===== src/icmp_probe_reply_matcher_assert.svh =====
// Assertion macros shared by the ICMP probe reply matcher RTL.
// Depends on nothing; included by the modules that carry assertions.
`ifndef ICMP_PROBE_REPLY_MATCHER_ASSERT_SVH
`define ICMP_PROBE_REPLY_MATCHER_ASSERT_SVH

// Same-cycle implication, disabled while reset is asserted.
`define IPRM_ASSERT_NOW(label, clk, rst_n, ante, cons) \
    label: assert property (@(posedge clk) disable iff (!(rst_n)) (ante) |-> (cons)) \
        else $error("icmp_prm: same-cycle check failed");

// Next-cycle implication, disabled while reset is asserted.
`define IPRM_ASSERT_NEXT(label, clk, rst_n, ante, cons) \
    label: assert property (@(posedge clk) disable iff (!(rst_n)) (ante) |=> (cons)) \
        else $error("icmp_prm: next-cycle check failed");

`endif


===== src/icmp_prm_pkg.sv =====
// Shared types and constants for the ICMP probe reply matcher.
// No dependencies; used by icmp_prm_parser and icmp_probe_reply_matcher.
`default_nettype none

package icmp_prm_pkg;

    // ICMP message types.
    localparam logic [7:0] TYPE_ECHO_REPLY    = 8'd0;
    localparam logic [7:0] TYPE_ECHO_REQUEST  = 8'd8;
    localparam logic [7:0] TYPE_TIME_EXCEEDED = 8'd11;

    // Match kinds reported with each packet.
    localparam logic [1:0] MATCH_NONE = 2'd0;
    localparam logic [1:0] MATCH_HOP  = 2'd1;
    localparam logic [1:0] MATCH_DEST = 2'd2;

    // Configuration register indexes.
    localparam logic CFG_PROBE_ID       = 1'b0;
    localparam logic CFG_PROBE_SEQUENCE = 1'b1;

    // Header layout. IHL counts 32-bit words, hence the shift by two.
    localparam int unsigned HDR_WORD_SHIFT    = 2;
    localparam logic [7:0]  SRC_ADDR_FIRST    = 8'd12;
    localparam logic [7:0]  SRC_ADDR_LAST     = 8'd15;
    localparam logic [7:0]  ICMP_QUOTE_OFFSET = 8'd8;
    localparam logic [7:0]  ICMP_ID_OFFSET    = 8'd4;
    localparam logic [7:0]  ICMP_SEQ_OFFSET   = 8'd6;
    localparam logic [7:0]  ICMP_END_OFFSET   = 8'd7;
    localparam logic [7:0]  BYTE_POS_MAX      = 8'd255;

    typedef struct packed {
        logic [1:0]  match_kind;
        logic [31:0] source_address;
    } t_result;

endpackage

`default_nettype wire


===== src/icmp_probe_reply_matcher.sv =====
// Top level of the ICMP probe reply matcher: input register, parser and
// result register. Depends on icmp_prm_pkg, icmp_prm_parser and the assert header.
//
//  Channel   Signals                                   Direction
//  in        i_in_valid/o_in_ready, data, last         byte stream in
//  out       o_out_valid/i_out_ready, kind, address    one item per packet
//  cfg       i_cfg_we, i_cfg_index, i_cfg_data         register writes
//
// One byte item is taken per cycle while no last byte waits in the input register;
// the parser runs on the registered byte. A result appears in the output register
// at the edge at which the last byte leaves the input register.
// Only a last byte can wait in the input register, and only while the
// output register still holds an untaken result. Reset is synchronous.
`default_nettype none
`include "icmp_probe_reply_matcher_assert.svh"

module icmp_probe_reply_matcher (
    input  wire logic        i_clk,
    input  wire logic        i_rst_n,
    input  wire logic        i_in_valid,
    output logic             o_in_ready,
    input  wire logic [7:0]  i_data_byte,
    input  wire logic        i_last_byte,
    output logic             o_out_valid,
    input  wire logic        i_out_ready,
    output logic [1:0]       o_match_kind,
    output logic [31:0]      o_source_address,
    input  wire logic        i_cfg_we,
    input  wire logic        i_cfg_index,
    input  wire logic [15:0] i_cfg_data
);

    logic [15:0] r_probe_id;
    logic [15:0] r_probe_sequence;

    logic        r_in_valid;
    logic [7:0]  r_in_data;
    logic        r_in_last;

    logic        r_out_valid;
    logic [1:0]  r_match_kind;
    logic [31:0] r_source_address;

    logic                  w_advance;
    icmp_prm_pkg::t_result w_result;

    always_ff @(posedge i_clk) begin
        if (!i_rst_n) begin
            r_probe_id       <= '0;
            r_probe_sequence <= '0;
        end else if (i_cfg_we) begin
            case (i_cfg_index)
                icmp_prm_pkg::CFG_PROBE_ID:       r_probe_id       <= i_cfg_data;
                icmp_prm_pkg::CFG_PROBE_SEQUENCE: r_probe_sequence <= i_cfg_data;
                default: ;
            endcase
        end
    end

    // A byte leaves the input register unless it ends a packet whose result
    // would overwrite one still waiting to be taken.
    assign w_advance  = r_in_valid && (!r_in_last || !r_out_valid || i_out_ready);
    assign o_in_ready = !r_in_valid || w_advance;

    always_ff @(posedge i_clk) begin
        if (!i_rst_n) begin
            r_in_valid <= 1'b0;
        end else if (o_in_ready) begin
            r_in_valid <= i_in_valid;
        end
    end

    always_ff @(posedge i_clk) begin
        if (o_in_ready && i_in_valid) begin
            r_in_data <= i_data_byte;
            r_in_last <= i_last_byte;
        end
    end

    icmp_prm_parser u_parser (
        .i_clk            (i_clk),
        .i_rst_n          (i_rst_n),
        .i_step           (w_advance),
        .i_data_byte      (r_in_data),
        .i_last_byte      (r_in_last),
        .i_probe_id       (r_probe_id),
        .i_probe_sequence (r_probe_sequence),
        .o_result         (w_result)
    );

    always_ff @(posedge i_clk) begin
        if (!i_rst_n) begin
            r_out_valid <= 1'b0;
        end else if (w_advance && r_in_last) begin
            r_out_valid <= 1'b1;
        end else if (i_out_ready) begin
            r_out_valid <= 1'b0;
        end
    end

    always_ff @(posedge i_clk) begin
        if (w_advance && r_in_last) begin
            r_match_kind     <= w_result.match_kind;
            r_source_address <= w_result.source_address;
        end
    end

    assign o_out_valid      = r_out_valid;
    assign o_match_kind     = r_match_kind;
    assign o_source_address = r_source_address;

    `IPRM_ASSERT_NOW(a_mid_packet_never_stalls, i_clk, i_rst_n, r_in_valid && !r_in_last, w_advance)
    `IPRM_ASSERT_NOW(a_backpressure_only_on_last, i_clk, i_rst_n, !o_in_ready, r_in_valid && r_in_last && r_out_valid && !i_out_ready)
    `IPRM_ASSERT_NEXT(a_no_result_mid_packet, i_clk, i_rst_n, !r_out_valid && !(w_advance && r_in_last), !r_out_valid)
    `IPRM_ASSERT_NOW(a_no_match_zero_address, i_clk, i_rst_n, r_out_valid && r_match_kind == icmp_prm_pkg::MATCH_NONE, r_source_address == 32'd0)
    `IPRM_ASSERT_NOW(a_kind_in_range, i_clk, i_rst_n, r_out_valid, r_match_kind == icmp_prm_pkg::MATCH_NONE || r_match_kind == icmp_prm_pkg::MATCH_HOP || r_match_kind == icmp_prm_pkg::MATCH_DEST)

endmodule

`default_nettype wire


===== src/icmp_prm_parser.sv =====
// Per-packet header parser: tracks byte position and captures the fields
// needed to classify an ICMP reply. Depends on icmp_prm_pkg.
`default_nettype none

module icmp_prm_parser (
    input  wire logic                  i_clk,
    input  wire logic                  i_rst_n,
    input  wire logic                  i_step,
    input  wire logic [7:0]            i_data_byte,
    input  wire logic                  i_last_byte,
    input  wire logic [15:0]           i_probe_id,
    input  wire logic [15:0]           i_probe_sequence,
    output icmp_prm_pkg::t_result      o_result
);

    logic [7:0]  r_byte_position, n_byte_position;
    logic [5:0]  r_outer_hlen,    n_outer_hlen;
    logic [5:0]  r_inner_hlen,    n_inner_hlen;
    logic [31:0] r_sender_addr,   n_sender_addr;
    logic [7:0]  r_outer_type,    n_outer_type;
    logic [7:0]  r_inner_type,    n_inner_type;
    logic [15:0] r_seen_id,       n_seen_id;
    logic [15:0] r_seen_seq,      n_seen_seq;

    logic        w_exceeded;
    logic [7:0]  w_icmp_start;
    logic [7:0]  w_icmp_end;
    logic [7:0]  w_need;
    logic        w_probe_ok;
    logic [1:0]  w_kind;

    always_comb begin
        // Header length from the first byte is used by this same byte.
        n_outer_hlen = (r_byte_position == 8'd0)
                     ? 6'(i_data_byte[3:0]) << icmp_prm_pkg::HDR_WORD_SHIFT
                     : r_outer_hlen;

        n_sender_addr = r_sender_addr;
        if (r_byte_position >= icmp_prm_pkg::SRC_ADDR_FIRST &&
            r_byte_position <= icmp_prm_pkg::SRC_ADDR_LAST) begin
            n_sender_addr = {r_sender_addr[23:0], i_data_byte};
        end

        n_outer_type = (r_byte_position == 8'(n_outer_hlen)) ? i_data_byte : r_outer_type;
        w_exceeded   = (n_outer_type == icmp_prm_pkg::TYPE_TIME_EXCEEDED);

        n_inner_hlen = r_inner_hlen;
        n_inner_type = r_inner_type;
        if (w_exceeded) begin
            if (r_byte_position == 8'(n_outer_hlen) + icmp_prm_pkg::ICMP_QUOTE_OFFSET) begin
                n_inner_hlen = 6'(i_data_byte[3:0]) << icmp_prm_pkg::HDR_WORD_SHIFT;
            end
            w_icmp_start = 8'(n_outer_hlen) + icmp_prm_pkg::ICMP_QUOTE_OFFSET
                         + 8'(n_inner_hlen);
            if (r_byte_position == w_icmp_start) begin
                n_inner_type = i_data_byte;
            end
        end else begin
            w_icmp_start = 8'(n_outer_hlen);
        end

        n_seen_id = r_seen_id;
        if (r_byte_position == w_icmp_start + icmp_prm_pkg::ICMP_ID_OFFSET ||
            r_byte_position == w_icmp_start + icmp_prm_pkg::ICMP_ID_OFFSET + 8'd1) begin
            n_seen_id = {r_seen_id[7:0], i_data_byte};
        end
        n_seen_seq = r_seen_seq;
        if (r_byte_position == w_icmp_start + icmp_prm_pkg::ICMP_SEQ_OFFSET ||
            r_byte_position == w_icmp_start + icmp_prm_pkg::ICMP_SEQ_OFFSET + 8'd1) begin
            n_seen_seq = {r_seen_seq[7:0], i_data_byte};
        end

        n_byte_position = (r_byte_position == icmp_prm_pkg::BYTE_POS_MAX)
                        ? r_byte_position : r_byte_position + 8'd1;

        // A packet must reach both the source address and the echo fields.
        w_icmp_end = w_icmp_start + icmp_prm_pkg::ICMP_END_OFFSET;
        w_need     = (w_icmp_end < icmp_prm_pkg::SRC_ADDR_LAST)
                   ? icmp_prm_pkg::SRC_ADDR_LAST : w_icmp_end;
        w_probe_ok = (r_byte_position >= w_need) && (n_seen_id == i_probe_id)
                   && (n_seen_seq == i_probe_sequence);

        w_kind = icmp_prm_pkg::MATCH_NONE;
        if (w_probe_ok) begin
            if (w_exceeded) begin
                if (n_inner_type == icmp_prm_pkg::TYPE_ECHO_REQUEST) begin
                    w_kind = icmp_prm_pkg::MATCH_HOP;
                end
            end else if (n_outer_type == icmp_prm_pkg::TYPE_ECHO_REPLY) begin
                w_kind = icmp_prm_pkg::MATCH_DEST;
            end
        end

        o_result.match_kind     = w_kind;
        o_result.source_address = (w_kind != icmp_prm_pkg::MATCH_NONE) ? n_sender_addr : 32'd0;
    end

    always_ff @(posedge i_clk) begin
        if (!i_rst_n || (i_step && i_last_byte)) begin
            r_byte_position <= '0;
            r_outer_hlen    <= '0;
            r_inner_hlen    <= '0;
            r_sender_addr   <= '0;
            r_outer_type    <= '0;
            r_inner_type    <= '0;
            r_seen_id       <= '0;
            r_seen_seq      <= '0;
        end else if (i_step) begin
            r_byte_position <= n_byte_position;
            r_outer_hlen    <= n_outer_hlen;
            r_inner_hlen    <= n_inner_hlen;
            r_sender_addr   <= n_sender_addr;
            r_outer_type    <= n_outer_type;
            r_inner_type    <= n_inner_type;
            r_seen_id       <= n_seen_id;
            r_seen_seq      <= n_seen_seq;
        end
    end

endmodule

`default_nettype wire


===== config.mk =====
export PLATFORM = sky130hd
export DESIGN_NAME = icmp_probe_reply_matcher
export DESIGN_NICKNAME = d
export VERILOG_FILES = /design/src/icmp_prm_pkg.sv /design/src/icmp_probe_reply_matcher.sv /design/src/icmp_prm_parser.sv
export VERILOG_INCLUDE_DIRS = /design/src /design/src/src
export SDC_FILE = /design/constraint.sdc
export NUM_CORES = 1
export LEC_CHECK = 0
export BUFFER_PORTS_ARGS = -buffer_cell sky130_fd_sc_hd__clkbuf_2
export CAP_MARGIN = 20
export CORE_MARGIN = 5
export CORE_UTILIZATION = 50
export DETAILED_ROUTE_END_ITERATION = 6
export PLACE_DENSITY = 0.68
export SLEW_MARGIN = 40
export SYNTH_ARGS = -nofsm -noshare
export SYNTH_HDL_FRONTEND = slang
export SYNTH_SLANG_ARGS = --single-unit

===== constraint.sdc =====
create_clock -name i_clk -period 12.1 [get_ports i_clk]
set_input_delay 0.605 -clock i_clk [delete_from_list [all_inputs] [get_ports i_clk]]
set_output_delay 0.605 -clock i_clk [all_outputs]
set_load 0.02 [all_outputs]

==> results.py <==
metrics = {
    "global_route": {
        "grt_pass1_wl_um": 46500,
        "grt_pass1_vias": 8834,
        "grt_max_degree": 49,
        "grt_usage_pct": 23.6,
        "overflow": 0,
        "antenna_found_initial": 0,
    },
    "logic_synthesis": {
        "synth.avg_cell_area_sq_um": 8.19,
        "synth-warning-count": 0,
        "synth_edf_count": 43,
        "syn_nets": 1361,
        "ys_types": 81,
        "synth_area_sq_um": 10700,
        "synth_seq_cells": 177,
        "yosys_most_used_dff": "dfxtp_1",
        "async_reset_ff_share_pct": 0,
        "seq_area_frac_synth_pct": 37.3,
        "synthCells": 1301,
    },
    "hold_path": {
        "hold_path_class": "in2reg",
    },
    "worst_setup_path": {
        "crit_type": "reg2reg",
        "startpoint_type": "flip-flop",
        "critPathRequiredTime_ns": 12.34,
        "critPathMaxStageDelay_ns": 0.63,
        "slowest_stage": "nand4_4",
        "endpoint_kind": "flip-flop",
        "critPathMaxFanout": 34,
        "cp.arrival_ns": 10.57,
        "cpMostUsedCell": "a21oi_1",
        "r2r_slack_ns": 1.77,
    },
    "floorplanning": {
        "die_area_sq_um": 24300,
        "initial_core_util_pct": 50.7,
        "num_io_pins": 67,
        "die_y_um": 156,
        "core_sq_um": 21000,
        "placementRows": 53,
        "fp.dieW_um": 156,
    },
    "timing": {
        "rsz0062_at_grt": "false",
        "slew_headroom_pct": 44.0,
        "drv_slew": 0,
        "fin_crit_sh_pct": 85.4,
        "skew_ns": 0.0166,
        "min_period_ns": 10.33,
        "worst_slew_pin_slew_ns": 0.838,
        "fmax_ghz": 0.0968,
        "finalHoldViolCount": 0,
        "setup_tns_ns": 0,
        "setup_viol": 0,
    },
    "outcome": {
        "status": "finished clean",
    },
    "place": {
        "portBuffers": 66,
        "dp.cells": 1562,
        "placed_area_sq_um": 11100,
        "dpl.hpwl_um": 20800,
        "place_congestion": 0.958,
    },
    "drt": {
        "drt-wirelength-per-cell_um": 18.2,
        "first_pass_iters": 5,
        "drc_errors": 0,
        "wirelength_um": 29000,
        "drt-initial-drc-count": 701,
        "viasPerCell": 5.85,
        "drtAntennaViolNets": 0,
        "via_count": 9331,
    },
    "final_layout": {
        "fin_cells": 1594,
        "drive_above_1_share_pct": 13.4,
        "area_growth_pct": 9.38,
        "final_area_sq_um": 11700,
        "nets": 1366,
        "n_antenna_cell": 0,
        "fill_cells": 2004,
    },
    "clock_tree": {
        "clock_sinks": 177,
        "clock_path_buffers": 2,
        "cts_made_buffers": 17,
        "tritoncts": "done",
        "cts_hold_buf": 0,
        "path_clk_slew_ns": 0.07,
        "clock-root-buffer": "clkbuf_16",
        "postCtsSetupRepairBufs": 0,
        "insertion_delay_ns": 0.44,
        "htreeDepth": 4,
        "cts-resized-gates": 0,
    },
    "pwr": {
        "seqPwrFrac_pct": 46.2,
        "power.share.switching_pct": 29.8,
        "p_per_area_nw_per_um2": 117,
        "internal-power_mw": 0.955,
        "clock_power_share_pct": 39.3,
        "peakVddDrop_uv": 89.8,
        "p_leak_nw": 4.08,
        "combPwrFrac_pct": 14.5,
        "switchingPower_mw": 0.405,
    },
    "flow_run": {
        "drv_cap": 0,
    },
}
-- logic make-up (layout without fill, tap and decap cells) --
family | count (synthesis) | in the layout | synth area share [%]
AOI/OAI and AO/OA | 292 | 292 | 17.2
and+or+nand+nor | 544 | 544 | 25.9
DFF | 177 | 177 | 37.3
xor gates and xnor gates | 98 | 98 | 8.27
adders and majority gates | 29 | 29 | 3.48
muxes | 27 | 27 | 2.60
buffers and inverters | 134 | 152 | 5.19
-- cell usage after synthesis (4+ instances only) --
cell type,instances,area share (%)
a21boi_0,37,2.6
dfxtp_1,134,25
a21o_1,4,0.28
a21oi_1,121,5.7
nor4_1,8,0.47
and3_1,7,0.41
clkbuf_1,72,2.5
a222oi_1,4,0.38
mux2i_1,22,2.1
o31ai_1,8,0.56
or4_1,6,0.42
nand3_1,40,1.9
nand2_1,252,8.9
nand4_1,47,2.8
a31oi_1,9,0.53
or3_1,7,0.41
nor3_2,31,2.9
buf_1,4,0.14
a211oi_1,6,0.42
nor2_1,65,2.3
o22ai_1,8,0.47
nand2b_1,16,0.94
mux2_2,5,0.53
nor2b_1,9,0.53
nor3_1,18,0.85
buf_6,4,0.42
inv_1,40,1.4
edfxtp_1,43,12
o21ai_1,12,0.56
buf_2,12,0.56
xor2_1,42,3.5
o211ai_1,4,0.28
and2_1,13,0.76
ha_1,28,3.3
o21a_1,5,0.35
xnor2_1,54,4.4
o21ai_0,36,1.7
-- registers in the layout, indices dropped and copies added (netlist names) --
register / flops
r_in_valid: 1
r_probe_sequence: 16
r_in_last: 1
o_source_address: 32
u_parser.r_outer_type: 8
u_parser.r_inner_type: 8
u_parser.r_byte_position: 8
u_parser.r_seen_seq: 16
u_parser.r_sender_addr: 32
r_probe_id: 16
r_in_data: 8
u_parser.r_inner_hlen: 6
u_parser.r_outer_hlen: 6
o_out_valid: 1
u_parser.r_seen_id: 16
o_match_kind: 2
-- layout by cell type, fill, tap and decap left out, types with 9 or more instances in the layout --
cell type    n
nand2b_1    16
buf_4       14
inv_1       40
clkbuf_2    66
nand2_1    249
nand4_1     47
o21ai_1     11
nand3_1     40
a21boi_0    37
and2_1      12
ha_1        28
o21ai_0     36
nor3_1      18
mux2i_1     22
a21oi_1    121
edfxtp_1    43
a31oi_1      9
clkbuf_16   17
nor2_1      62
nor3_2      31
xnor2_1     54
xor2_1      42
dfxtp_1    134
-- layout make-up --
type | instances | area, sq um | share of cell area [%]
clock inverter | 15 | 148 | 1.27
multi-input combinational | 990 | 6180 | 53.0
clock buffer | 17 | 425 | 3.65
inverter | 40 | 150 | 1.29
tap | 275 | 344 | 2.95
sequential | 177 | 3970 | 34.1
timing repair buffer | 80 | 435 | 3.74
-- metal layers --
metal,vias up,GRT usage [%],wire (um)
li1,4561,-,-
met1,4401,30.9,12900
met2,302,38.7,13400
met3,67,4.36,1640
met4,0,9.09,1020
met5,-,0,0
-- stage by stage --
| step | hold WS (ns) | total power [mW] | util [%] | worst slack (ns) |
|---|---|---|---|---|
| after detailed placement | 0.446 | 0.836 | 52.6 | 1.98 |
| after global placement | 0.442 | 0.834 | 52.6 | 2.36 |
| after global routing | 0.326 | 1.41 | 55.4 | 0.996 |
| after floorplan | 0.421 | 0.782 | - | 4.09 |
| final | 0.336 | 1.36 | 55.4 | 1.77 |
| after CTS | 0.325 | 1.36 | 55.4 | 1.92 |
-- power groups by stage --
stage	clock network (mW)	registers [mW]	logic [mW]
after floorplan	0	0.635	0.147
after global placement	0	0.641	0.193
after detailed placement	0	0.642	0.194
after CTS	0.540	0.628	0.195
after global routing	0.566	0.629	0.216
final	0.534	0.628	0.197
-- critical path: cells and delay by family, from the launching register on --
kind / cells / cell delay (ns)
multiplexers: 1 / 0.41
adder cells (fa/ha/maj): 5 / 1.53
AND/OR/NAND/NOR: 15 / 4.05
XOR/XNOR: 2 / 0.54
buffers and inverters: 3 / 0.53
AO/OA/AOI/OAI: 11 / 2.59
flip-flops: 1 / 0.45
-- worst paths after layout --
kind	depth (start not counted)	start	endpoint
worst max-delay path	37	u_parser.r_byte_position[0]	o_source_address[31]
worst min-delay path	1	i_data_byte[1]	r_in_data[1]
worst max register to register	37	u_parser.r_byte_position[0]	o_source_address[31]
worst min register to register	2	u_parser.r_sender_addr[30]	u_parser.r_sender_addr[30]
(Power assumes the default switching activity.)
